File: src/design/sp2c_pkg.sv
package sp2c_pkg;

  // fraction bits of the x/y datapath
  localparam int FRAC_BITS = 16;
  // angle resolution inside the rotator: 2^32 units per turn
  localparam int TURN_BITS = 32;
  // angle accumulator width, one extra bit for the sign
  localparam int ZW = TURN_BITS + 1;
  // arctangent table depth
  localparam int ATAN_ENTRIES = 24;

  // CORDIC gain compensation, 2^30 scale
  localparam int GAIN_BITS = 30;
  localparam logic [GAIN_BITS-1:0] GAIN_Q30 = 30'd652032874;

  // configuration register indexes
  typedef logic [1:0] cfg_addr_t;
  localparam cfg_addr_t CFG_START_ANGLE = 2'd0;
  localparam cfg_addr_t CFG_ANGLE_STEP  = 2'd1;
  localparam cfg_addr_t CFG_MAX_RANGE   = 2'd2;

  // arctan(2^-i) in 2^32 units per turn, rounded to nearest
  function automatic logic [TURN_BITS-1:0] atan_turn32(input int unsigned i);
    logic [TURN_BITS-1:0] a;
    unique case (i)
      0:       a = 32'd536870912;
      1:       a = 32'd316933406;
      2:       a = 32'd167458907;
      3:       a = 32'd85004756;
      4:       a = 32'd42667331;
      5:       a = 32'd21354465;
      6:       a = 32'd10679838;
      7:       a = 32'd5340245;
      8:       a = 32'd2670163;
      9:       a = 32'd1335087;
      10:      a = 32'd667544;
      11:      a = 32'd333772;
      12:      a = 32'd166886;
      13:      a = 32'd83443;
      14:      a = 32'd41722;
      15:      a = 32'd20861;
      16:      a = 32'd10430;
      17:      a = 32'd5215;
      18:      a = 32'd2608;
      19:      a = 32'd1304;
      20:      a = 32'd652;
      21:      a = 32'd326;
      22:      a = 32'd163;
      23:      a = 32'd81;
      default: a = '0;
    endcase
    return a;
  endfunction

endpackage

File: src/design/sp2c_cordic_stage.sv
// One CORDIC rotation step with its own pipeline register.
module sp2c_cordic_stage #(
  parameter int INDEX_BITS = 12,
  parameter int RANGE_BITS = 16,
  parameter int STAGE      = 0
) (
  input  logic                                   clk,
  input  logic                                   rst_n,
  input  logic                                   in_valid,
  output logic                                   in_ready,
  input  logic signed [RANGE_BITS+sp2c_pkg::FRAC_BITS+1:0] in_x,
  input  logic signed [RANGE_BITS+sp2c_pkg::FRAC_BITS+1:0] in_y,
  input  logic signed [sp2c_pkg::ZW-1:0]         in_z,
  input  logic [1:0]                             in_quad,
  input  logic [INDEX_BITS-1:0]                  in_index,
  output logic                                   out_valid,
  input  logic                                   out_ready,
  output logic signed [RANGE_BITS+sp2c_pkg::FRAC_BITS+1:0] out_x,
  output logic signed [RANGE_BITS+sp2c_pkg::FRAC_BITS+1:0] out_y,
  output logic signed [sp2c_pkg::ZW-1:0]         out_z,
  output logic [1:0]                             out_quad,
  output logic [INDEX_BITS-1:0]                  out_index
);

  localparam int XW = RANGE_BITS + sp2c_pkg::FRAC_BITS + 2;
  localparam logic signed [sp2c_pkg::ZW-1:0] ATAN =
    sp2c_pkg::ZW'(sp2c_pkg::atan_turn32(STAGE));

  logic signed [XW-1:0]           dx;
  logic signed [XW-1:0]           dy;
  logic                           rot_pos;
  logic signed [XW-1:0]           x_nxt;
  logic signed [XW-1:0]           y_nxt;
  logic signed [sp2c_pkg::ZW-1:0] z_nxt;

  logic                           valid_r;
  logic signed [XW-1:0]           x_r;
  logic signed [XW-1:0]           y_r;
  logic signed [sp2c_pkg::ZW-1:0] z_r;
  logic [1:0]                     quad_r;
  logic [INDEX_BITS-1:0]          index_r;

  // shifts floor toward minus infinity
  assign dx      = in_y >>> STAGE;
  assign dy      = in_x >>> STAGE;
  assign rot_pos = !in_z[sp2c_pkg::ZW-1];

  assign x_nxt = rot_pos ? (in_x - dx)   : (in_x + dx);
  assign y_nxt = rot_pos ? (in_y + dy)   : (in_y - dy);
  assign z_nxt = rot_pos ? (in_z - ATAN) : (in_z + ATAN);

  assign in_ready = !valid_r || out_ready;

  always_ff @(posedge clk) begin
    if (!rst_n) begin
      valid_r <= 1'b0;
    end else if (in_ready) begin
      valid_r <= in_valid;
    end
  end

  always_ff @(posedge clk) begin
    if (in_ready && in_valid) begin
      x_r     <= x_nxt;
      y_r     <= y_nxt;
      z_r     <= z_nxt;
      quad_r  <= in_quad;
      index_r <= in_index;
    end
  end

  assign out_valid = valid_r;
  assign out_x     = x_r;
  assign out_y     = y_r;
  assign out_z     = z_r;
  assign out_quad  = quad_r;
  assign out_index = index_r;

endmodule

File: config.mk
export PLATFORM = sky130hd
export DESIGN_NAME = sp2c_cordic_stage
export DESIGN_NICKNAME = d
export VERILOG_FILES = /design/src/design/sp2c_pkg.sv /design/src/design/sp2c_cordic_stage.sv
export SDC_FILE = /design/constraint.sdc
export NUM_CORES = 1
export LEC_CHECK = 0
export BUFFER_PORTS_ARGS = -buffer_cell sky130_fd_sc_hd__clkbuf_2
export CORE_UTILIZATION = 45
export DETAILED_ROUTE_END_ITERATION = 10
export GPL_TIMING_DRIVEN = 0
export PLACE_DENSITY = 0.69
export SLEW_MARGIN = 20
export SYNTH_ARGS = -nofsm -noshare
export SYNTH_HDL_FRONTEND = slang
export SYNTH_SLANG_ARGS = --single-unit
File: constraint.sdc
create_clock -name clk -period 5.3 [get_ports clk]
set_input_delay 0.795 -clock clk [delete_from_list [all_inputs] [get_ports clk]]
set_output_delay 0.795 -clock clk [all_outputs]
set_load 0.05 [all_outputs]
* Word-level counts from Yosys, hierarchy flattened *
Index checks and enable logic that the tools add are counted.

word-level totals
  word-level logic and storage cells = 17
  RAM bits = 0
  bits in read-only memories = 0
  register bits = 116
  memories kept = 0
  output and inout port bits = 117
  latch bits = 0

operators by class
  multiply operators = 0
  $lt $le $gt $ge = 0
  reduce and logical (&&, ||, !) cells = 3
  bitwise logic cells = 0
  add/subtract/negate cells = 5
  div/mod/pow operators = 0
  multiplexer cells = 3
  eq/ne operators = 0
  shift-type cells = 0

operator list
  operator                  count
  $mux W34                  2
  $sub A34 B34 Y34          2
  $add A34 B34 Y34          1
  $add A33 B31 Y33 const B  1
  $mux W33                  1
  $sub A33 B31 Y33 const B  1
  $logic_and A1 B1 Y1       1
  $logic_not A1 Y1          1
  $logic_or A1 B1 Y1        1

* Logic depth before layout (Yosys ltp) *
  depth after elaboration = 3
  mapped depth = 13
  depth with buffers taken out = 12

* Worst setup path after synthesis *
No wires, ideal clock.

  path type = input to register
  from = input out_ready
  to = register index_r[0] (netlist: out_index[0]), enable pin
  path slack = 0.858 ns
  cell stages on the path = 2
  buffers on the path = 0
  arrival = 3.957 ns
  path through = nand2b_1 and2_1

on the way
  longest elaborated chain between the ends = 2

ends and longest elaborated chain
  element                 RTL line                 text
  start: declaration      sp2c_cordic_stage.sv:17  input logic out_ready,
  $logic_or A1 B1 Y1      sp2c_cordic_stage.sv:52  assign in_ready = !valid_r || out_ready;
  $logic_and A1 B1 Y1     sp2c_cordic_stage.sv:63  if (in_ready && in_valid) begin
  end signal: assignment  sp2c_cordic_stage.sv:68  index_r <= in_index;
  end: declaration        sp2c_cordic_stage.sv:41  logic [INDEX_BITS-1:0] index_r;

No other way between the ends.
A chain may end at the register's enable or synchronous reset.

* Final worst setup path *
  from = input in_x[6] in the netlist's numbering
  to = register x_r[21] (netlist: out_x[21]), data pin

on the way
  longest elaborated chain between the ends = 2

ends and longest elaborated chain
  element                                                      RTL line                 text
  start: declaration                                           sp2c_cordic_stage.sv:11  input logic signed [RANGE_BITS+sp2c_pkg::FRAC_BITS+1:0] in_x,
  $sub A34 B34 Y34 / $add A34 B34 Y34 (equally long branches)  sp2c_cordic_stage.sv:48  assign x_nxt = rot_pos ? (in_x - dx) : (in_x + dx);
  $mux W34 (*)                                                 sp2c_cordic_stage.sv:48
  net x_nxt[21]                                                sp2c_cordic_stage.sv:32  logic signed [XW-1:0] x_nxt;
  end signal: assignment                                       sp2c_cordic_stage.sv:64  x_r <= x_nxt;
  end: declaration                                             sp2c_cordic_stage.sv:37  logic signed [XW-1:0] x_r;

Mark *: on every way through the listed nets, which the timed path passes. The rest lies on a longest branch.

==> qor.csv <==
stage;metric;value;unit
power;leakage power;5.25;nW
synthesis;Synth area leaders;edfxtp_1 (36%), ha_1 (13%), a21oi_1 (6.3%), xnor2_1 (5.4%), inv_1 (4.2%);
power;Max VDD drop;153;uV
route;Top Layer Used;met4;
sta;count of pins over their slew limit;0;
clock_network;CTS Hold Bufs;0;
synthesis;syn_area_per_cell;9.06;sq um
finish;Nets;1530;
synthesis;count leader, synth;a21oi_1;
sta;Fin Setup TNS;0;ns
sta;RSZ-0062 raised after global routing;false;
setup_path;Critical Path Start Type;input port;
setup_path;critical path's largest stage delay;0.45;ns
clock_network;root buffer cell;clkbuf_16;
die;# IOs;236;
setup_path;CP Max Fanout;9;
die;core area;0.0205;sq mm
route;via count;9217;
route;met3 wire len;2850;um
global_route;initial antenna violation count;0;
die;initial core utilization;46.4;%
route;post-DR wirelength/cell;20.1;um
clock_network;CTS tree;built;
global_route;Total GRT Usage;29.4;%
synthesis;FF+latch count, synth;115;
route;router iterations before antenna repair;6;
die;Die Ht;147;um
setup_path;critical path class;in -> reg;
synthesis;synth warn;0;
route;vias per inst;5.80;
sta;period utilization;73.2;%
route;DRT antenna net count;0;
sta;Worst-Margin Slew;0.923;ns
clock_network;Skew-Pair Late Insertion Delay;0.43;ns
synthesis;Syn Std Cell Area;0.00951;sq mm
clock_network;CTS Buffer Depth;2;
global_route;grt ovf;0;
clock_network;CTS resizes;0;
clock_network;# clock sinks;115;
placement;detailed placement HPWL;25400;um
sta;Hold Vio Cnt, Final;0;
synthesis;Post-synth EDFFs;114;
sta;final setup margin;1.42;ns
global_route;first-pass GRT wire length;48900;um
worst_hold_path;worst hold path class;in -> reg;
sta;fmax;0.258;GHz
finish;Register Area;0.00344;sq mm
placement;dpl ws;1.12;ns
placement;port bufs;234;
route;Iteration-0 DRC Markers;981;
route;WL met1;13800;um
synthesis;share of the synthesized area in the top cell type;36.0;%
setup_path;crit-path cells;clkbuf_2 > inv_1 > ha_1 > buf_6 > or3_4 > or3_1 > a21oi_1 > o41ai_2 > o21ai_2 > a21o_1 > and4_1 > o22ai_1 > xor2_1;
clock_network;CTS clk-pin slew, worst paths;0.06;ns
synthesis;Post-synth top flop;edfxtp_1;
route;wire length on met2;14500;um
synthesis;most frequent cells after synthesis;a21oi_1 (119), edfxtp_1 (114), inv_1 (106);
run;maxcap violations;0;
finish;layout cells sized above 1;22.8;%
synthesis;Net Count, Synth;1275;
synthesis;post-synth top area cell;edfxtp_1;
route;Residual DRC;0;
die;row count;52;
sta;final setup fails;0;
power;pwr dens;323;mW/mm^2
synthesis;share of flip-flops with an asynchronous set or reset;0;%
setup_path;delay-heaviest family, CP;compound AO/OA/AOI/OAI gates;
setup_path;Slowest cell on crit path;a21oi_1;
clock_network;H-tree levels;4;
sta;Slew HR;38.4;%
sta;Final min period;3.88;ns
die;Die ar.;0.0217;sq mm
setup_path;Crit. End Element;flop;
finish;ant diodes;0;
synthesis;Cells after Synth;1050;
synthesis;count of cell types in the netlist;74;
placement;Placer Congestion;1.02;
clock_network;Post-CTS Setup Inserts;0;
setup_path;crit path DAT;4.04;ns
setup_path;WP buf/inv;3;
finish;Multi-input gate area;0.00546;sq mm
route;wire length after detailed routing;32000;um
sta;Setup Skew;0.0112;ns
global_route;largest net degree at the start of global routing;49;
finish;Layout fillers;1913;
die;die width;147;um
global_route;vias in the first global route;8780;
synthesis;sequential-to-total area share from yosys stat;36.2;%
clock_network;Num CTS Buffers;17;
status;status;completed;
finish;Layout area overhead;23.2;%
setup_path;CP required;5.45;ns
==> stage by stage <==
| step | total power, mW | instance area [sq um] | util (%) | hold slack [ns] | instances |
|---|---|---|---|---|---|
| 2_1_floorplan | 2.10 | 9510 | - | 0.894 | 1050 |
| 3_3_place_gp | 2.47 | 11000 | 53.8 | 0.514 | 1554 |
| 3_5_place_dp | 2.47 | 11100 | 54.0 | 0.562 | 1556 |
| 4_1_cts | 3.78 | 11700 | 57.2 | 0.537 | 1588 |
| 5_1_grt | 3.93 | 11700 | 57.2 | 0.530 | 1588 |
| 6_report | 3.78 | 11700 | 57.2 | 0.540 | 1588 |
==> cell usage in the layout (no fill, tap or decap), drive strengths merged, types with 6 or more instances in the layout <==
| master | netlist | layout |
|---|---|---|
| a211oi | 11 | 11 |
| nor2 | 96 | 96 |
| a21o | 17 | 17 |
| o21ai | 63 | 63 |
| clkinv | 2 | 8 |
| o21a | 8 | 8 |
| and3 | 6 | 6 |
| o31ai | 18 | 18 |
| nand2 | 64 | 64 |
| nand2b | 9 | 9 |
| clkbuf | 27 | 279 |
| nand4 | 12 | 12 |
| mux2i | 13 | 13 |
| a21oi | 119 | 119 |
| inv | 106 | 108 |
| a31oi | 9 | 9 |
| nand3 | 24 | 24 |
| or3 | 7 | 7 |
| ha | 102 | 102 |
| nor3 | 18 | 18 |
| o211ai | 10 | 10 |
| nor2b | 14 | 14 |
| xnor2 | 59 | 59 |
| buf | 21 | 23 |
| edfxtp | 114 | 114 |
| o21bai | 17 | 17 |
==> cell type report <==
cell class | count | share of cell area (%)
multi-input combinational | 779 | 46.5
sequential | 115 | 29.4
timing repair buffer | 236 | 10.3
clock buffer | 18 | 3.66
inverter | 108 | 3.46
tap | 270 | 2.88
clock inverter | 14 | 1.94
buffer | 48 | 1.80
==> per-layer routing <==
metal	global-route usage [%]	vias to the layer above
met5	0	-
met4	9.85	0
met3	5.90	51
met2	46.5	510
met1	40.2	4363
li1	-	4293
==> cell families after synthesis <==
group | Yosys count | synth area share [%]
AOI/OAI and AO/OA | 330 | 22.8
and+or+nand+nor | 266 | 13.0
buffers and inverters | 156 | 6.48
DFF | 115 | 36.2
adders and majority gates | 106 | 14.3
xor gates and xnor gates | 64 | 5.89
muxes | 13 | 1.37
==> final timing paths <==
path              slack [ns]       from  cells after the start         to
setup / recovery        1.42    in_x[6]                     13  out_x[21]
hold / removal          0.54    in_z[9]                      1   out_z[9]
setup reg to reg        3.51  out_valid                      4  out_y[19]
hold reg to reg         0.55  out_valid                      2  out_valid
==> where the power goes <==
part           switching (mW)  leakage [nW]  internal (mW)  total, mW
combinational           0.944          3.82          0.376       1.32
sequential             0.0261          1.11           1.14       1.16
clock                   0.457         0.315          0.841       1.30
==> state kept, by name, summed over array words and instances (netlist names) <==
register	flops
out_z	33
out_index	12
out_y	34
out_quad	2
out_x	33
out_valid	1
(Power assumes the default switching activity.)
