<file path="src/design/sp2c_pkg.sv">
package sp2c_pkg;

  // fraction bits of the x/y datapath
  localparam int FRAC_BITS = 16;
  // angle resolution inside the rotator: 2^32 units per turn
  localparam int TURN_BITS = 32;
  // angle accumulator width, one extra bit for the sign
  localparam int ZW = TURN_BITS + 1;
  // arctangent table depth
  localparam int ATAN_ENTRIES = 24;

  // CORDIC gain compensation, 2^30 scale
  localparam int GAIN_BITS = 30;
  localparam logic [GAIN_BITS-1:0] GAIN_Q30 = 30'd652032874;

  // configuration register indexes
  typedef logic [1:0] cfg_addr_t;
  localparam cfg_addr_t CFG_START_ANGLE = 2'd0;
  localparam cfg_addr_t CFG_ANGLE_STEP  = 2'd1;
  localparam cfg_addr_t CFG_MAX_RANGE   = 2'd2;

  // arctan(2^-i) in 2^32 units per turn, rounded to nearest
  function automatic logic [TURN_BITS-1:0] atan_turn32(input int unsigned i);
    logic [TURN_BITS-1:0] a;
    unique case (i)
      0:       a = 32'd536870912;
      1:       a = 32'd316933406;
      2:       a = 32'd167458907;
      3:       a = 32'd85004756;
      4:       a = 32'd42667331;
      5:       a = 32'd21354465;
      6:       a = 32'd10679838;
      7:       a = 32'd5340245;
      8:       a = 32'd2670163;
      9:       a = 32'd1335087;
      10:      a = 32'd667544;
      11:      a = 32'd333772;
      12:      a = 32'd166886;
      13:      a = 32'd83443;
      14:      a = 32'd41722;
      15:      a = 32'd20861;
      16:      a = 32'd10430;
      17:      a = 32'd5215;
      18:      a = 32'd2608;
      19:      a = 32'd1304;
      20:      a = 32'd652;
      21:      a = 32'd326;
      22:      a = 32'd163;
      23:      a = 32'd81;
      default: a = '0;
    endcase
    return a;
  endfunction

endpackage

</file>
<file path="src/design/sp2c_finish.sv">
// Back stage: quadrant rotation, rounding, saturation, output register.
module sp2c_finish #(
  parameter int INDEX_BITS = 12,
  parameter int RANGE_BITS = 16
) (
  input  logic                                   clk,
  input  logic                                   rst_n,
  input  logic                                   in_valid,
  output logic                                   in_ready,
  input  logic signed [RANGE_BITS+sp2c_pkg::FRAC_BITS+1:0] in_x,
  input  logic signed [RANGE_BITS+sp2c_pkg::FRAC_BITS+1:0] in_y,
  input  logic [1:0]                             in_quad,
  input  logic [INDEX_BITS-1:0]                  in_index,
  output logic                                   out_valid,
  input  logic                                   out_ready,
  output logic signed [RANGE_BITS:0]             out_x,
  output logic signed [RANGE_BITS:0]             out_y,
  output logic [INDEX_BITS-1:0]                  out_index
);

  localparam int XW = RANGE_BITS + sp2c_pkg::FRAC_BITS + 2;
  localparam int RW = RANGE_BITS + 2;
  localparam logic signed [RW-1:0] LIM = RW'((64'd1 << RANGE_BITS) - 64'd1);
  localparam logic signed [XW-1:0] HALF = XW'(64'd1 << (sp2c_pkg::FRAC_BITS - 1));

  logic signed [XW-1:0]       xr;
  logic signed [XW-1:0]       yr;
  logic signed [XW-1:0]       xh;
  logic signed [XW-1:0]       yh;
  logic signed [XW-1:0]       xs;
  logic signed [XW-1:0]       ys;
  logic signed [RW-1:0]       xq;
  logic signed [RW-1:0]       yq;
  logic signed [RANGE_BITS:0] x_nxt;
  logic signed [RANGE_BITS:0] y_nxt;

  logic                       valid_r;
  logic signed [RANGE_BITS:0] x_r;
  logic signed [RANGE_BITS:0] y_r;
  logic [INDEX_BITS-1:0]      index_r;

  // exact rotation by the quadrant's multiple of a quarter turn
  always_comb begin
    unique case (in_quad)
      2'd1:    begin xr = -in_y; yr = in_x;  end
      2'd2:    begin xr = -in_x; yr = -in_y; end
      2'd3:    begin xr = in_y;  yr = -in_x; end
      default: begin xr = in_x;  yr = in_y;  end
    endcase
  end

  // round half up to whole millimetres
  assign xh = xr + HALF;
  assign yh = yr + HALF;
  assign xs = xh >>> sp2c_pkg::FRAC_BITS;
  assign ys = yh >>> sp2c_pkg::FRAC_BITS;
  assign xq = xs[RW-1:0];
  assign yq = ys[RW-1:0];

  // clamp rounding overshoot
  always_comb begin
    priority if (xq > LIM)   x_nxt = (RANGE_BITS+1)'(LIM);
    else if (xq < -LIM)      x_nxt = (RANGE_BITS+1)'(-LIM);
    else                     x_nxt = xq[RANGE_BITS:0];
    priority if (yq > LIM)   y_nxt = (RANGE_BITS+1)'(LIM);
    else if (yq < -LIM)      y_nxt = (RANGE_BITS+1)'(-LIM);
    else                     y_nxt = yq[RANGE_BITS:0];
  end

  assign in_ready = !valid_r || out_ready;

  always_ff @(posedge clk) begin
    if (!rst_n) begin
      valid_r <= 1'b0;
    end else if (in_ready) begin
      valid_r <= in_valid;
    end
  end

  always_ff @(posedge clk) begin
    if (in_ready && in_valid) begin
      x_r     <= x_nxt;
      y_r     <= y_nxt;
      index_r <= in_index;
    end
  end

  assign out_valid = valid_r;
  assign out_x     = x_r;
  assign out_y     = y_r;
  assign out_index = index_r;

endmodule

</file>
<file path="config.mk">
export PLATFORM = sky130hd
export DESIGN_NAME = sp2c_finish
export DESIGN_NICKNAME = d
export VERILOG_FILES = /design/src/design/sp2c_pkg.sv /design/src/design/sp2c_finish.sv
export SDC_FILE = /design/constraint.sdc
export NUM_CORES = 1
export LEC_CHECK = 0
export CAP_MARGIN = 30
export CORE_AREA = 2 2 154 156
export CTS_BUF_LIST = sky130_fd_sc_hd__clkbuf_16
export DETAILED_ROUTE_END_ITERATION = 7
export DIE_AREA = 0 0 156 158
export DONT_BUFFER_PORTS = 1
export PLACE_DENSITY = 0.48
export SETUP_SLACK_MARGIN = 0.4
export SLEW_MARGIN = 10
export SYNTH_ARGS = -nofsm -noshare
export SYNTH_HDL_FRONTEND = slang
export SYNTH_SLANG_ARGS = --single-unit
export TNS_END_PERCENT = 20
</file>
<file path="constraint.sdc">
create_clock -name clk -period 3.6 [get_ports clk]
set_clock_uncertainty 0.05 [all_clocks]
set_input_delay 0.18 -clock clk [delete_from_list [all_inputs] [get_ports clk]]
set_output_delay 0.18 -clock clk [all_outputs]
set_load 0.01 [all_outputs]
</file>
Yosys cells after proc, flatten, opt, wreduce, memory -nomap -nowiden
Cells that the tools add are included.
W data, S select, Z words.

cells by class
  $add $sub $neg = 4
  eq/ne operators = 3
  reductions and logical operators = 5
  multiplexer cells = 4
  magnitude comparators = 4

operators with widths
  kind                      number
  $pmux W34 S3              2
  $add A34 B17 Y34 const B  2
  $neg A34 Y34              2
  $gt A18 B17 Y1 const B    2
  $lt A18 B17 Y1 const B    2
  $mux W17                  2
  $eq A2 B2 Y1 const B      2
  $reduce_or A2 Y1          2
  $eq A2 B1 Y1 const B      1
  $logic_and A1 B1 Y1       1
  $logic_not A1 Y1          1
  $logic_or A1 B1 Y1        1

storage, ports and cells
  word-level logic and storage cells = 26
  output and inout bits = 48
  bits of input ports = 86
  register bits after elaboration = 47

Logic depth before layout (Yosys ltp)
  depth after elaboration = 5
  depth in mapped cells = 17
  mapped depth without buffers = 13

Worst setup path before layout
OpenSTA, ideal clock, no wires.

  path type = input to register
  start point = input port in_y[8] (netlist name)
  end point = register y_r[11], in the netlist out_y[11], data pin
  path slack = -257 ps
  setup time = 265 ps
  stages = 16
  required time = 3285 ps
  arrival = 3541 ps
  cells stage by stage = nor4_1 > and3_1 > buf_2 > clkbuf_1 > a31oi_1 > a31oi_1 > ha_1 > inv_1 > nor3_1 > and4_1 > buf_2 > and3_1 > and4b_1 > xor2_2 > buf_4 > maj3_1

on the way
  longest elaborated chain between the ends = 5
  elaborated cells on any way between the ends = 6

RTL lines
  element               line               source
  from (decl)           sp2c_finish.sv:11  input logic signed [RANGE_BITS+sp2c_pkg::FRAC_BITS+1:0] in_y,
  $neg A34 Y34          sp2c_finish.sv:46  2'd2: begin xr = -in_x; yr = -in_y; end
  $pmux W34 S3 *        sp2c_finish.sv:44  unique case (in_quad)
  $add A34 B17 Y34 *    sp2c_finish.sv:54  assign yh = yr + HALF;
  $lt A18 B17 Y1        sp2c_finish.sv:66  else if (yq < -LIM) y_nxt = (RANGE_BITS+1)'(-LIM);
  $mux W17              sp2c_finish.sv:66
  to (signal assigned)  sp2c_finish.sv:83  y_r <= y_nxt;
  to (decl)             sp2c_finish.sv:39  logic signed [RANGE_BITS:0] y_r;

Every way passes the cells marked *; elsewhere a longest branch is shown, timed or not.
A chain may end at the register's enable or synchronous reset.

Final worst setup path
  start point = input port in_x[14] (netlist name)
  end point = register x_r[4], in the netlist out_x[4], data pin

on the way
  longest elaborated chain between the ends = 5
  elaborated cells on any way between the ends = 6

RTL lines
  element               line               source
  from (decl)           sp2c_finish.sv:10  input logic signed [RANGE_BITS+sp2c_pkg::FRAC_BITS+1:0] in_x,
  $neg A34 Y34          sp2c_finish.sv:46
  $pmux W34 S3 *        sp2c_finish.sv:44
  $add A34 B17 Y34 *    sp2c_finish.sv:53  assign xh = xr + HALF;
  $lt A18 B17 Y1        sp2c_finish.sv:63  else if (xq < -LIM) x_nxt = (RANGE_BITS+1)'(-LIM);
  $mux W17              sp2c_finish.sv:63
  to (signal assigned)  sp2c_finish.sv:82  x_r <= x_nxt;
  to (decl)             sp2c_finish.sv:38  logic signed [RANGE_BITS:0] x_r;

Marked as above.

==> run_results.csv <==
group,metric,value,unit
logic_synthesis,synth_seq_area_share,24.8,%
floorplanning,fp.dieH,158,um
final_layout,multi_input_area,4190,um^2
logic_synthesis,synthAdderAreaFrac,4.99,%
logic_synthesis,synthArstFlopShare,0,%
sta,setup_ws,0.199,ns
final_layout,syn2layout_area_growth,36.6,%
global_route,grt_pass1_wl,32100,um
final_layout,n_antenna_cell,0,
logic_synthesis,ys_warn_count,0,
logic_synthesis,ys_ff_latch,47,
drt,num_vias,6028,
final_layout,final_nets,899,
flow_run,maxCapViolations,0,
sta,setup-violations-final,0,
drt,first_pass_iters,7,
sta,max_freq,0.294,GHz
logic_synthesis,syn_area,5650,um^2
place,port_buffers,0,
logic_synthesis,synth_top_family_by_area,"simple AND/OR/NAND/NOR gates",
worst_setup_path,cp_data_required_time,3.58,ns
hold_path,hp-class,"in2reg",
power_and_ir_drop,p_leak,2.79,nW
sta,rsz0062_at_grt,"true",
clock_network,htreeDepth,2,
drt,met3_length,1590,um
clock_network,clk_pin_slew_worst_paths,0.07,ns
sta,worst_pin_slew,0.563,ns
clock_network,cts_sinks,47,
sta,slew_violations,0,
clock_network,cts_buffer_depth,2,
final_layout,fill_cells,2377,
floorplanning,dieArea,24600,um^2
floorplanning,start_util,24.5,%
place,dp_slack,-0.316,ns
drt,m1WireLength,9440,um
sta,final-hold-violation-count,0,
logic_synthesis,synth-edff-count,46,
floorplanning,num_rows,56,
global_route,grt_pass1_vias,5573,
sta,layout_min_cycle_time,3.40,ns
power_and_ir_drop,vdd_drop_max,209,uV
worst_setup_path,crit_path_end,"out_x[4]$_SDFFCE_PN1P_",
place,dp_hpwl,16500,um
drt,vias_per_cell,5.47,
drt,first_iter_violations,654,
final_layout,drive_above_1_share,32.9,%
worst_setup_path,start_kind,"primary input",
worst_setup_path,worst_r2r_path_depth,3,
run_status,status,"finished clean",
power_and_ir_drop,power,1.96,mW
floorplanning,die_w,156,um
logic_synthesis,synth-xor-area-share,5.69,%
logic_synthesis,netlist_instances,669,
clock_network,cts_tree,"built",
global_route,grt_antenna_before_repair,0,
worst_setup_path,rrSetupSlack,2.01,ns
logic_synthesis,synthSimpleGateAreaFrac,29.7,%
global_route,grt_usage,16.4,%
final_layout,fin_area,7710,um^2
drt,ant_nets,0,
drt,drt_wl_total,21100,um
clock_network,clock_latency,0.29,ns
place,dpl_cell_area,7040,um^2
global_route,grt-ovfl-total,0,
final_layout,ff_latch_area,1400,um^2
logic_synthesis,ys.flop_type,"edfxtp_1",
worst_setup_path,crit_path_start,"in_x[14]",
worst_setup_path,worstSetupPathType,"in2reg",
worst_setup_path,cp_data_arrival_time,3.38,ns
sta,fin_crit_sh,94.5,%
logic_synthesis,syn_nets,757,
clock_network,numCtsBuffers,5,
place,gp_congestion,0.960,
clock_network,cts_root_buf,"clkbuf_16",
logic_synthesis,ys_types,87,
floorplanning,ios,134,
final_layout,post-route-util,33.5,%
drt,drc,0,
logic_synthesis,synthMuxAreaShare,6.85,%
floorplanning,core_area,23100,um^2
drt,routedWlPerCell,19.1,um
drt,top_layer_used,"met4",
logic_synthesis,synth_compound_area_share,22.9,%
worst_setup_path,r2r_start,"out_valid$_SDFFE_PN0N_",
global_route,grt_start_max_net_pins,70,
worst_setup_path,crit_path_max_fanout,5,
sta,slew_headroom,62.4,%
worst_setup_path,cp-end-kind,"flop",
logic_synthesis,syn-mean-instance-area,8.44,um^2
sta,hold_ws,0.359,ns
worst_setup_path,r2r_end,"out_x[4]$_SDFFCE_PN1P_",
drt,dr_wl_met2,9680,um
power_and_ir_drop,cellPowerDensity,254,nW/um^2
==> worst max-delay path: stages <==
cell and delay, ns:
or4_4 0.59, nor4_4 0.27, buf_4 0.18, buf_4 0.13, a311oi_2 0.14, a2111oi_4 0.22, buf_4 0.19, and4_4 0.25
nand4_4 0.13, nor4_4 0.29, xor2_2 0.16, buf_4 0.17, clkbuf_16 0.14, maj3_1 0.33
==> power breakdown <==
group	internal, mW	switching [mW]
clock network	0.330	0.203
registers	0.674	0.0453
logic	0.349	0.353
==> routing by layer <==
metal | vias to the layer above | GRT usage [%]
met1 | 2861 | 21.8
met2 | 252 | 26.8
met3 | 19 | 4.08
met5 | - | 0
li1 | 2896 | -
met4 | 0 | 4.02
==> what timing repair did <==
action | CTS | global route
cloned | 0 | 3
pin swaps | 2 | 17
hold buffers | 14 | 0
buffers inserted | 1 | 12
setup endpoints to repair | 34 | 34
resized for setup | 9 | 35
endpoints found under the hold margin | 13 | 0
==> cell type report <==
type                            count  share of cell area, %
Tap cell                          290                   4.70
Clock inverter                      3                  0.600
Sequential cell                    47                   18.2
Timing Repair Buffer              188                   19.9
Inverter                           14                  0.681
Clock buffer                        5                   1.62
Multi-Input combinational cell    555                   54.3
==> per-stage QoR <==
step / std cells / setup TNS [ns]
3_3_place_gp: 1063 / -5.44
6_report: 1102 / 0
4_1_cts: 1087 / 0
5_1_grt: 1102 / 0
3_5_place_dp: 1064 / -6.97
2_1_floorplan: 669 / -0.604
==> cell usage in the layout, fill, tap and decap left out, types with 7 or more instances in the layout <==
cell type,n
a21oi_1,18
a22oi_1,7
a31oi_1,11
and2_1,12
and3_1,11
buf_4,163
clkbuf_16,7
dlygate4sd3_1,14
edfxtp_1,46
inv_1,13
maj3_1,19
mux2i_1,21
nand2_1,55
nand2b_1,8
nand3_1,23
nand4_1,20
nor2_1,50
nor3_1,25
nor4_1,11
nor4_2,9
o211ai_1,8
o21ai_0,23
or3_1,10
xnor2_1,20
xor2_1,12
==> synthesized netlist by cell type, types with 8 or more instances <==
| library cell | number | area (um^2) |
|---|---|---|
| xnor2_1 | 20 | 175 |
| a31oi_1 | 11 | 68.8 |
| nand3_1 | 24 | 120 |
| nor4_1 | 17 | 106 |
| xor2_1 | 13 | 114 |
| nand2_1 | 55 | 206 |
| o211ai_1 | 8 | 60.1 |
| nor3_1 | 27 | 135 |
| maj3_1 | 20 | 200 |
| buf_2 | 17 | 85.1 |
| clkbuf_1 | 30 | 113 |
| nand2b_1 | 8 | 50.1 |
| nand4_1 | 20 | 125 |
| nor2_1 | 53 | 199 |
| edfxtp_1 | 46 | 1380 |
| o21ai_0 | 23 | 115 |
| or3_1 | 11 | 68.8 |
| a21oi_1 | 19 | 95.1 |
| mux2i_1 | 24 | 240 |
| inv_1 | 14 | 52.6 |
| and2_1 | 13 | 81.3 |
| and3_1 | 13 | 81.3 |
==> cell families after synthesis <==
group | count (synthesis)
compound gates | 167
xor+xnor | 35
mux | 32
fa+ha+maj | 27
flops | 47
simple gates | 294
buf+inv | 67
==> registers in the layout, indices dropped and copies added, names as in the netlist <==
name	cells
out_index	12
out_valid	1
out_x	17
out_y	17
==> worst min path at each step <==
stage	startpoint	to	depth (start not counted)
after detailed placement	in_index[10]	out_index[10]$_DFFE_PP_	0
after global placement	in_index[10]	out_index[10]$_DFFE_PP_	0
after floorplan	in_index[0]	out_index[0]$_DFFE_PP_	0
after global routing	in_valid	out_y[4]$_SDFFCE_PN1P_	1
after CTS	in_valid	out_y[14]$_SDFFCE_PN1P_	1
final	in_valid	out_y[12]$_SDFFCE_PN1P_	1
No activity file was read; power rests on OpenSTA's default activity.
