**config.mk**
```make
export PLATFORM = sky130hd
export DESIGN_NAME = sp2c_prep
export DESIGN_NICKNAME = d
export VERILOG_FILES = /design/src/design/sp2c_pkg.sv /design/src/design/sp2c_prep.sv
export SDC_FILE = /design/constraint.sdc
export NUM_CORES = 1
export LEC_CHECK = 0
export ABC_AREA = 1
export BUFFER_PORTS_ARGS = -buffer_cell sky130_fd_sc_hd__buf_2
export CAP_MARGIN = 15
export CORE_MARGIN = 2
export CORE_UTILIZATION = 39
export DETAILED_ROUTE_END_ITERATION = 8
export HOLD_SLACK_MARGIN = 0.03
export PLACE_DENSITY = 0.65
export SLEW_MARGIN = 30
export SYNTH_ARGS = -nofsm -noshare
export SYNTH_HDL_FRONTEND = slang
export SYNTH_SLANG_ARGS = --single-unit
```
**constraint.sdc**
```tcl
create_clock -name clk -period 5.31 [get_ports clk]
set_input_delay 0 -clock clk [delete_from_list [all_inputs] [get_ports clk]]
set_output_delay 0 -clock clk [all_outputs]
set_load 0.02 [all_outputs]
```
**src/design/sp2c_pkg.sv**
```systemverilog
package sp2c_pkg;

  // fraction bits of the x/y datapath
  localparam int FRAC_BITS = 16;
  // angle resolution inside the rotator: 2^32 units per turn
  localparam int TURN_BITS = 32;
  // angle accumulator width, one extra bit for the sign
  localparam int ZW = TURN_BITS + 1;
  // arctangent table depth
  localparam int ATAN_ENTRIES = 24;

  // CORDIC gain compensation, 2^30 scale
  localparam int GAIN_BITS = 30;
  localparam logic [GAIN_BITS-1:0] GAIN_Q30 = 30'd652032874;

  // configuration register indexes
  typedef logic [1:0] cfg_addr_t;
  localparam cfg_addr_t CFG_START_ANGLE = 2'd0;
  localparam cfg_addr_t CFG_ANGLE_STEP  = 2'd1;
  localparam cfg_addr_t CFG_MAX_RANGE   = 2'd2;

  // arctan(2^-i) in 2^32 units per turn, rounded to nearest
  function automatic logic [TURN_BITS-1:0] atan_turn32(input int unsigned i);
    logic [TURN_BITS-1:0] a;
    unique case (i)
      0:       a = 32'd536870912;
      1:       a = 32'd316933406;
      2:       a = 32'd167458907;
      3:       a = 32'd85004756;
      4:       a = 32'd42667331;
      5:       a = 32'd21354465;
      6:       a = 32'd10679838;
      7:       a = 32'd5340245;
      8:       a = 32'd2670163;
      9:       a = 32'd1335087;
      10:      a = 32'd667544;
      11:      a = 32'd333772;
      12:      a = 32'd166886;
      13:      a = 32'd83443;
      14:      a = 32'd41722;
      15:      a = 32'd20861;
      16:      a = 32'd10430;
      17:      a = 32'd5215;
      18:      a = 32'd2608;
      19:      a = 32'd1304;
      20:      a = 32'd652;
      21:      a = 32'd326;
      22:      a = 32'd163;
      23:      a = 32'd81;
      default: a = '0;
    endcase
    return a;
  endfunction

endpackage

```
**src/design/sp2c_prep.sv**
```systemverilog
// Front stage: range filter, beam angle, gain-scaled start vector.
module sp2c_prep #(
  parameter int INDEX_BITS = 12,
  parameter int RANGE_BITS = 16,
  parameter int ANGLE_BITS = 16
) (
  input  logic                                   clk,
  input  logic                                   rst_n,
  input  logic                                   in_valid,
  output logic                                   in_ready,
  input  logic [RANGE_BITS-1:0]                  in_range,
  input  logic                                   in_finite,
  input  logic [INDEX_BITS-1:0]                  in_index,
  input  logic [ANGLE_BITS-1:0]                  start_angle,
  input  logic [ANGLE_BITS-1:0]                  angle_step,
  input  logic [RANGE_BITS-1:0]                  max_range,
  output logic                                   out_valid,
  input  logic                                   out_ready,
  output logic signed [RANGE_BITS+sp2c_pkg::FRAC_BITS+1:0] out_x,
  output logic signed [RANGE_BITS+sp2c_pkg::FRAC_BITS+1:0] out_y,
  output logic signed [sp2c_pkg::ZW-1:0]         out_z,
  output logic [1:0]                             out_quad,
  output logic [INDEX_BITS-1:0]                  out_index
);

  localparam int XW   = RANGE_BITS + sp2c_pkg::FRAC_BITS + 2;
  localparam int X0W  = RANGE_BITS + sp2c_pkg::FRAC_BITS;
  localparam int GPW  = RANGE_BITS + sp2c_pkg::GAIN_BITS;
  localparam int GSH  = sp2c_pkg::GAIN_BITS - sp2c_pkg::FRAC_BITS;
  localparam int SPW  = ANGLE_BITS + INDEX_BITS;
  localparam int PADW = sp2c_pkg::TURN_BITS - ANGLE_BITS;

  logic                      keep;
  logic [GPW-1:0]            gain_prod;
  logic [GPW-1:0]            gain_rnd;
  logic [SPW-1:0]            step_prod;
  logic [ANGLE_BITS-1:0]     ang;
  logic signed [XW-1:0]      x_nxt;
  logic signed [sp2c_pkg::ZW-1:0] z_nxt;

  logic                      valid_r;
  logic signed [XW-1:0]      x_r;
  logic signed [sp2c_pkg::ZW-1:0] z_r;
  logic [1:0]                quad_r;
  logic [INDEX_BITS-1:0]     index_r;

  // drop beams that are not finite or lie beyond the limit
  assign keep = in_finite && (in_range <= max_range);

  // start vector: round(range * G * 2^16)
  assign gain_prod = GPW'(in_range) * GPW'(sp2c_pkg::GAIN_Q30);
  assign gain_rnd  = gain_prod + (GPW'(1) << (GSH - 1));
  assign x_nxt     = XW'(X0W'(gain_rnd >> GSH));

  // beam angle wraps modulo one turn
  assign step_prod = SPW'(angle_step) * SPW'(in_index);
  assign ang       = start_angle + step_prod[ANGLE_BITS-1:0];
  assign z_nxt     = sp2c_pkg::ZW'({ang[ANGLE_BITS-3:0], {PADW{1'b0}}});

  assign in_ready = !valid_r || out_ready;

  always_ff @(posedge clk) begin
    if (!rst_n) begin
      valid_r <= 1'b0;
    end else if (in_ready) begin
      valid_r <= in_valid && keep;
    end
  end

  always_ff @(posedge clk) begin
    if (in_ready && in_valid) begin
      x_r     <= x_nxt;
      z_r     <= z_nxt;
      quad_r  <= ang[ANGLE_BITS-1:ANGLE_BITS-2];
      index_r <= in_index;
    end
  end

  assign out_valid = valid_r;
  assign out_x     = x_r;
  assign out_y     = '0;
  assign out_z     = z_r;
  assign out_quad  = quad_r;
  assign out_index = index_r;

endmodule

```
* Word level (Yosys, flattened, before mapping)
Cells that the tools add are included.
** Cells by class
- $add $sub $neg :: 2
- Multipliers :: 2
- Magnitude comparators :: 1
- Reductions and logical operators :: 5
** Operators by type and width (count)
- $add A46 B14 Y46 const B :: 1
- $mul A16 B29 Y45 const B :: 1
- $add A16 B16 Y16 :: 1
- $le A16 B16 Y1 :: 1
- $mul A16 B12 Y16 :: 1
- $logic_and A1 B1 Y1 :: 3
- $logic_not A1 Y1 :: 1
- $logic_or A1 B1 Y1 :: 1
** Storage, ports and cells
- Flip-flop bits (word level) :: 61
- Input bits :: 81
- Logic and storage cells :: 15

* Longest topological paths before layout
Gate-level depths: netlist (run 1).
- Word-level depth :: 3
- Gate-level depth with buffers :: 36

* Worst setup path before layout (run 1)
Ideal clock, no wire load.
- Path kind :: register to register
- Start :: register valid_r, in the netlist out_valid
- End :: register index_r[0], in the netlist out_index[0] (enable)
- Setup time :: 0.573 ns
- Arrival time :: 4.834 ns
- Data required time :: 4.737 ns
- Path slack :: -0.097 ns
- Stages on the path, launching flop included :: 2
- Clock period less this slack :: 5.407 ns
- Cells stage by stage :: dfxtp_1 -> a21boi_0
** On the way
- Word-level cells in the longest chain between the ends :: 3
** RTL lines
- start: declaration :: RTL line sp2c_prep.sv:41 : logic valid_r;
- start signal: assignment :: RTL line sp2c_prep.sv:66 : valid_r <= in_valid && keep;
- $logic_not A1 Y1 :: RTL line sp2c_prep.sv:60 : assign in_ready = !valid_r || out_ready;
- $logic_or A1 B1 Y1 :: RTL line sp2c_prep.sv:60
- $logic_and A1 B1 Y1 :: RTL line sp2c_prep.sv:71 : if (in_ready && in_valid) begin
- end signal: assignment :: RTL line sp2c_prep.sv:75 : index_r <= in_index;
- end: declaration :: RTL line sp2c_prep.sv:45 : logic [INDEX_BITS-1:0] index_r;
No other way between the ends.
A chain may end at the register's enable or synchronous reset.

* Worst setup path after layout (run 1)
- Start :: input in_range[5]
- End :: register x_r[27], in the netlist out_x[27] (data pin)
** On the way
- Word-level cells in the longest chain between the ends :: 2
** RTL lines
- start: declaration :: RTL line sp2c_prep.sv:11 : input logic [RANGE_BITS-1:0] in_range,
- $mul A16 B29 Y45 :: RTL line sp2c_prep.sv:51 : assign gain_prod = GPW'(in_range) * GPW'(sp2c_pkg::GAIN_Q30);
- $add A46 B14 Y46 :: RTL line sp2c_prep.sv:52 : assign gain_rnd = gain_prod + (GPW'(1) << (GSH - 1));
- via gain_rnd[41] :: RTL line sp2c_prep.sv:35 : logic [GPW-1:0] gain_rnd;
- end signal: assignment :: RTL line sp2c_prep.sv:72 : x_r <= x_nxt;
- end: declaration :: RTL line sp2c_prep.sv:42 : logic signed [XW-1:0] x_r;
The timed path passes the listed nets, and every way through them passes these cells.

==> metrics.md, run 1 <==
| Metric | Value |
|---|---|
| Final wirelength | `50,300 um` |
| CP Capture Type | `register` |
| ANT cells | `0` |
| Most common cell after layout, fill and taps aside | `inv_1` |
| Worst Setup Start Kind | `input pin` |
| Final hold violation count | `0` |
| Insertion delay to the later sink of the worst-skew pair | `350 ps` |
| Yosys cell types | `36` |
| Max Clk Rate | `193 MHz` |
| Starting Density | `0.393` |
| Post-synthesis cell area | `0.0173 mm2` |
| DR WL/cell | `15.3 um` |
| GPL Wtd Cong | `0.932` |
| Crit path max fanout | `5` |
| DRT iter0 DRCs | `630` |
| Vias per cell | `4.58` |
| Async S/R FF share, synth | `0` |
| Clk buf depth | `2` |
| First-pass GRT wire length | `79,000 um` |
| Clk sinks | `61` |
| Fin. max-slew vios | `0` |
| Per-instance average area after synthesis | `7.67 um2` |
| Worst setup path startpoint | `in_range[5]` |
| Worst Path Required | `5400 ps` |
| Nets@finish | `3,242` |
| Die ar. | `0.0460 mm2` |
| Final instance area | `0.0227 mm2` |
| Initial antenna violation count | `0` |
| Global route total overflow | `0` |
| IO buf count | `142` |
| CTS Buf Count | `9` |
| Worst path arrival time | `5280 ps` |
| Max_cap viols | `0` |
| Synth top area cells | `fa_1 30%, ha_1 16%, inv_1 14%` |
| CTS root buf | `clkbuf_16` |
| Floorplan row count | `77` |
| Vias in the first global route | `15,500` |
| Commonest non-fill, non-tap cells in the layout | `612 x inv_1, 456 x nand2_1, 287 x buf_4` |
| Worst-path clk slew | `60 ps` |
| Antenna-violating nets left | `0` |
| Worst Skew | `10.6 ps` |
| Area leader, netlist | `fa_1` |
| Core ar. | `0.0439 mm2` |
| Via count | `15,000` |
| Die X | `214 um` |
| DP HPWL | `43,500 um` |
| Total track usage | `0.217` |
| Post-synth EDFFs | `60` |
| Min Clock Period, post-route | `5190 ps` |
| Placed inst area | `0.0204 mm2` |
| Die Span Y | `214 um` |
| Crit Path Category | `in -> reg` |
| CTS tree | `built` |
| Boundary Pins | `198` |
| Worst slew pin tran | `818 ps` |
| Relative slew slack | `0.455` |
| Area growth from synthesis to layout | `31.4%` |
| Synth Register Bits | `61` |
| Worst min-delay path startpoint | `in_index[6]` |
| H-tree Lvls | `3` |
| RSZ-0062 raised after global routing | `yes` |
| Post-synthesis cell count | `2,252` |
| Pre-antenna DRT Iters | `4` |
| Run status | `finished, final reports clean` |
| # setup viols final | `0` |
| Post-synth top area share | `0.301` |
| Sequential area share after synthesis | `0.105` |
| Synth Flop Type | `edfxtp_1` |
| Launching point of the worst reg2reg path | `out_valid` |
| Share of cells above drive strength 1 | `0.298` |
| Worst hold path class | `in -> reg` |
| Synth warn | `0` |
| Final period util | `0.977` |
| Largest net degree at the start of global routing | `62` |
| Detailed-route DRC error count | `0` |
-- cell usage after synthesis, types with 28 or more instances --
| cell type | instances |
|---|---|
| a21oi_1 | 48 |
| buf_4 | 55 |
| edfxtp_1 | 60 |
| fa_1 | 260 |
| ha_1 | 218 |
| inv_1 | 645 |
| nand2_1 | 568 |
| nand3_1 | 60 |
| nand4_1 | 30 |
| nor2_1 | 112 |
| xnor2_1 | 28 |
| xor2_1 | 42 |
-- per-layer routing --
| metal | vias up | GRT usage | wire length [um] |
|---|---|---|---|
| met3 | 68 | 0.0156 | 1500 |
| met5 | - | 0 | 0 |
| met1 | 7280 | 0.282 | 22200 |
| met4 | 0 | 0.0581 | 1210 |
| met2 | 308 | 0.391 | 25400 |
| li1 | 7377 | - | - |
-- registers in the layout, indices dropped and copies added, names as in the netlist --
name       cells
out_x         32
out_z         14
out_index     12
out_quad       2
out_valid      1
-- worst max-delay path, stage by stage --
cell and delay (ps):
buf_12 110, fa_2 560, inv_2 50, fa_2 520, inv_2 50, fa_1 530, fa_2 460, fa_1 520
inv_2 50, fa_1 510, inv_2 50, ha_4 300, nand2_4 80, nor2_4 150, inv_2 60, nor2_4 130
inv_2 70, nor2_4 120, nand3_2 120, nand4_1 140, nand2_2 110, nor2_2 160, nand2_2 100, nor2_2 110
nand3_1 80, nand2_1 60, nand2_1 80
-- area by class of cell --
type / instances / area (um2)
timing repair buffer: 440 / 3090
multi-input combinational: 1525 / 14300
inverter: 646 / 2430
sequential: 61 / 1820
tap: 592 / 741
clock inverter: 7 / 75.1
fill: 4208 / 21200
clock buffer: 9 / 225
-- stage by stage --
stage               hold WS [ps]   util  instances  worst slack [ps]  setup TNS [ps]
finish                      54.2  0.517       3280               125               0
global route                48.3  0.517       3280             -90.5            -586
CTS                         32.4  0.489       3257             -22.2           -72.4
detailed placement           265  0.464       3219              -829          -18590
global placement             253  0.464       3219              -842          -18210
floorplan                   98.9      -       2306              98.7               0
-- worst paths after layout --
path | to | slack [ps] | depth (start not counted)
setup / recovery | out_x[27] | 120 | 27
hold / removal | out_index[6] | 50 | 1
setup reg to reg | out_valid | 3300 | 5
hold reg to reg | out_x[31] | 1070 | 2
-- timing repair --
action,4_1_cts,5_1_grt
gates cloned,0,0
resized for setup,143,296
buffers inserted,12,24
pin swaps,34,162
hold endpoints to repair,9,0
hold buffers,10,0
endpoints found under the setup margin,27,27
-- cell families (layout without fill, tap and decap cells) --
group	after synthesis	in the layout	share of synthesized area
AND/OR/NAND/NOR	845	845	0.205
XOR/XNOR	70	70	0.0355
flip-flops	61	61	0.105
other	1	55	0.000217
adder cells (fa/ha/maj)	478	478	0.459
AO/OA/AOI/OAI	77	77	0.0259
buffers and inverters	720	1102	0.168
Power of run 1 is not shown: default switching activity piles up to over one toggle a cycle in this logic, so the estimate is an artifact.
==> run 2, diff against run 1 <==
PLACE_DENSITY = not set   (was 0.65)
PLACE_DENSITY_LB_ADDON = 0.3   (was not set)
==> run 2 against run 1 <==
  * First-iteration DRC count is 1.7% lower
  * Global-route usage is 0.17 points higher
  * Worst hold slack worse by 11 ps
  * Non-clock buffer count stayed put
  * Register-to-register slack hardly changed
  * Highest routed layer unchanged
==> metrics.md, run 2 (synthesis gave the netlist of run 1 again) <==
| Metric | Value |
|---|---|
| Most common cell after layout, fill and taps aside | `inv_1 (unchanged)` |
| CTS Buf Count | `9 (unchanged)` |
| IO buf count | `142 (unchanged)` |
| H-tree Lvls | `3 (unchanged)` |
| Worst Skew | `12.3 ps (was 10.6 ps)` |
| Detailed-route DRC error count | `0 (unchanged)` |
| Min Clock Period, post-route | `5160 ps (was 5190 ps)` |
| Clk sinks | `61 (unchanged)` |
| Clk buf depth | `2 (unchanged)` |
| Max reg flops | `32 (unchanged)` |
| Fin. max-slew vios | `0 (unchanged)` |
| Crit path largest cell delay | `610 ps (was 560 ps)` |
| Final hold violation count | `0 (unchanged)` |
| GPL Wtd Cong | `0.939 (was 0.932)` |
| DR WL/cell | `15.5 um (was 15.3 um)` |
| CTS tree | `built (unchanged)` |
| Placed inst area | `0.0204 mm2 (about the same)` |
| Hold path depth | `1 (unchanged)` |
| Worst slew pin tran | `799 ps (was 818 ps)` |
| Vias in the first global route | `15,300 (was 15,500)` |
| DRT iter0 DRCs | `619 (was 630)` |
| Boundary Pins | `198 (unchanged)` |
| DP HPWL | `44,700 um (was 43,500 um)` |
| Crit path max fanout | `6 (was 5)` |
| First-pass GRT wire length | `78,900 um (was 79,000 um)` |
| Worst-path clk slew | `60 ps (about the same)` |
| Pre-antenna DRT Iters | `7 (was 4)` |
| Insertion delay to the later sink of the worst-skew pair | `350 ps (about the same)` |
| Max Clk Rate | `194 MHz (was 193 MHz)` |
| Reg2reg path depth | `5 (unchanged)` |
| Global route total overflow | `0 (unchanged)` |
| Worst Path Required | `5410 ps (was 5400 ps)` |
| Final wirelength | `50,700 um (was 50,300 um)` |
| Area growth from synthesis to layout | `32.1% (was 31.4%)` |
| Post-Place Cells | `3,228 (was 3,219)` |
| Via count | `14,900 (was 15,000)` |
| # setup viols final | `0 (unchanged)` |
| Total track usage | `0.219 (was 0.217)` |
| Die X | `214 um (unchanged)` |
| Worst hold path class | `in -> reg (unchanged)` |
| CP Capture Type | `register (unchanged)` |
| Largest net degree at the start of global routing | `62 (unchanged)` |
| Die Span Y | `214 um (unchanged)` |
| Run status | `finished, final reports clean (unchanged)` |
| Worst path arrival time | `5270 ps (was 5280 ps)` |
| Max_cap viols | `0 (unchanged)` |
| CTS root buf | `clkbuf_16 (unchanged)` |
| Fillers | `4,242 (was 4,208)` |
| Die ar. | `0.0460 mm2 (unchanged)` |
| Commonest non-fill, non-tap cells in the layout | `618 x inv_1, 427 x nand2_1, 288 x buf_4 (was 612 x inv_1, 456 x nand2_1, 287 x buf_4)` |
| Crit Path Category | `in -> reg (unchanged)` |
| Initial antenna violation count | `0 (unchanged)` |
| Antenna-violating nets left | `0 (unchanged)` |
| Core ar. | `0.0439 mm2 (unchanged)` |
| Floorplan row count | `77 (unchanged)` |
| Vias per cell | `4.54 (was 4.58)` |
| Slowest CP cell | `fa_2 (unchanged)` |
| Starting Density | `0.393 (unchanged)` |
| ANT cells | `0 (unchanged)` |
| Share of cells above drive strength 1 | `0.305 (was 0.298)` |
| Worst Setup Start Kind | `input pin (unchanged)` |
| Nets@finish | `3,242 (unchanged)` |
| Relative slew slack | `0.467 (was 0.455)` |
| Final instance area | `0.0228 mm2 (was 0.0227 mm2)` |
| Final period util | `0.972 (was 0.977)` |
| Post-Layout Cell Count | `3,279 (was 3,280)` |
-- run 2: stage by stage --
step / setup TNS (ps) / utilization / hold slack [ps] / setup slack, ps
after global routing: -265 / 0.520 / 40.0 / -56.8
after global placement: -16740 / 0.465 / 256 / -785
after CTS: -4.48 / 0.488 / 43.7 / -4.48
after detailed placement: -17940 / 0.465 / 265 / -802
after floorplan: 0 / - / 98.9 / 98.7
final: 0 / 0.520 / 43.3 / 150
-- run 2: path summary, 6_finish.rpt --
path	from	end	slack, ps
worst max-delay path	in_range[14]	out_x[23]	150
worst max register to register	out_valid	out_valid	3310
worst min register to register	out_valid	out_x[31]	1050
worst min-delay path	in_index[7]	out_index[7]	40
-- run 2: routing by layer --
metal  vias to the layer above  track usage  wire length, um
li1                       7382            -                -
met1                      7091        0.287            22100
met2                       348        0.382            25200
met3                        70       0.0155             1850
met4                         0       0.0775             1580
met5                         -            0                0
-- run 2: critical path: cells and delay by family --
kind	cells	cell delay (ps)
XOR/XNOR	1	80
buffers and inverters	6	420
AND/OR/NAND/NOR	14	1390
adder cells (fa/ha/maj)	7	3180
AO/OA/AOI/OAI	1	180
-- run 2: timing repair --
| action | in CTS | in global routing |
|---|---|---|
| endpoints found under the hold margin | 6 | 0 |
| hold buffers | 7 | 0 |
| setup buffers | 9 | 20 |
| pin swaps | 31 | 186 |
| resized for setup | 132 | 337 |
| endpoints found under the setup margin | 27 | 27 |
-- run 2: layout make-up --
class	count	area, um2	area share
Multi-Input combinational cell	1525	14500	0.636
Timing Repair Buffer	440	3070	0.135
Inverter	646	2420	0.106
Sequential cell	61	1820	0.0798
Tap cell	592	741	0.0324
Clock buffer	11	233	0.0102
Clock inverter	4	16.3	0.000713
Power of run 2 is left out for the same reason.
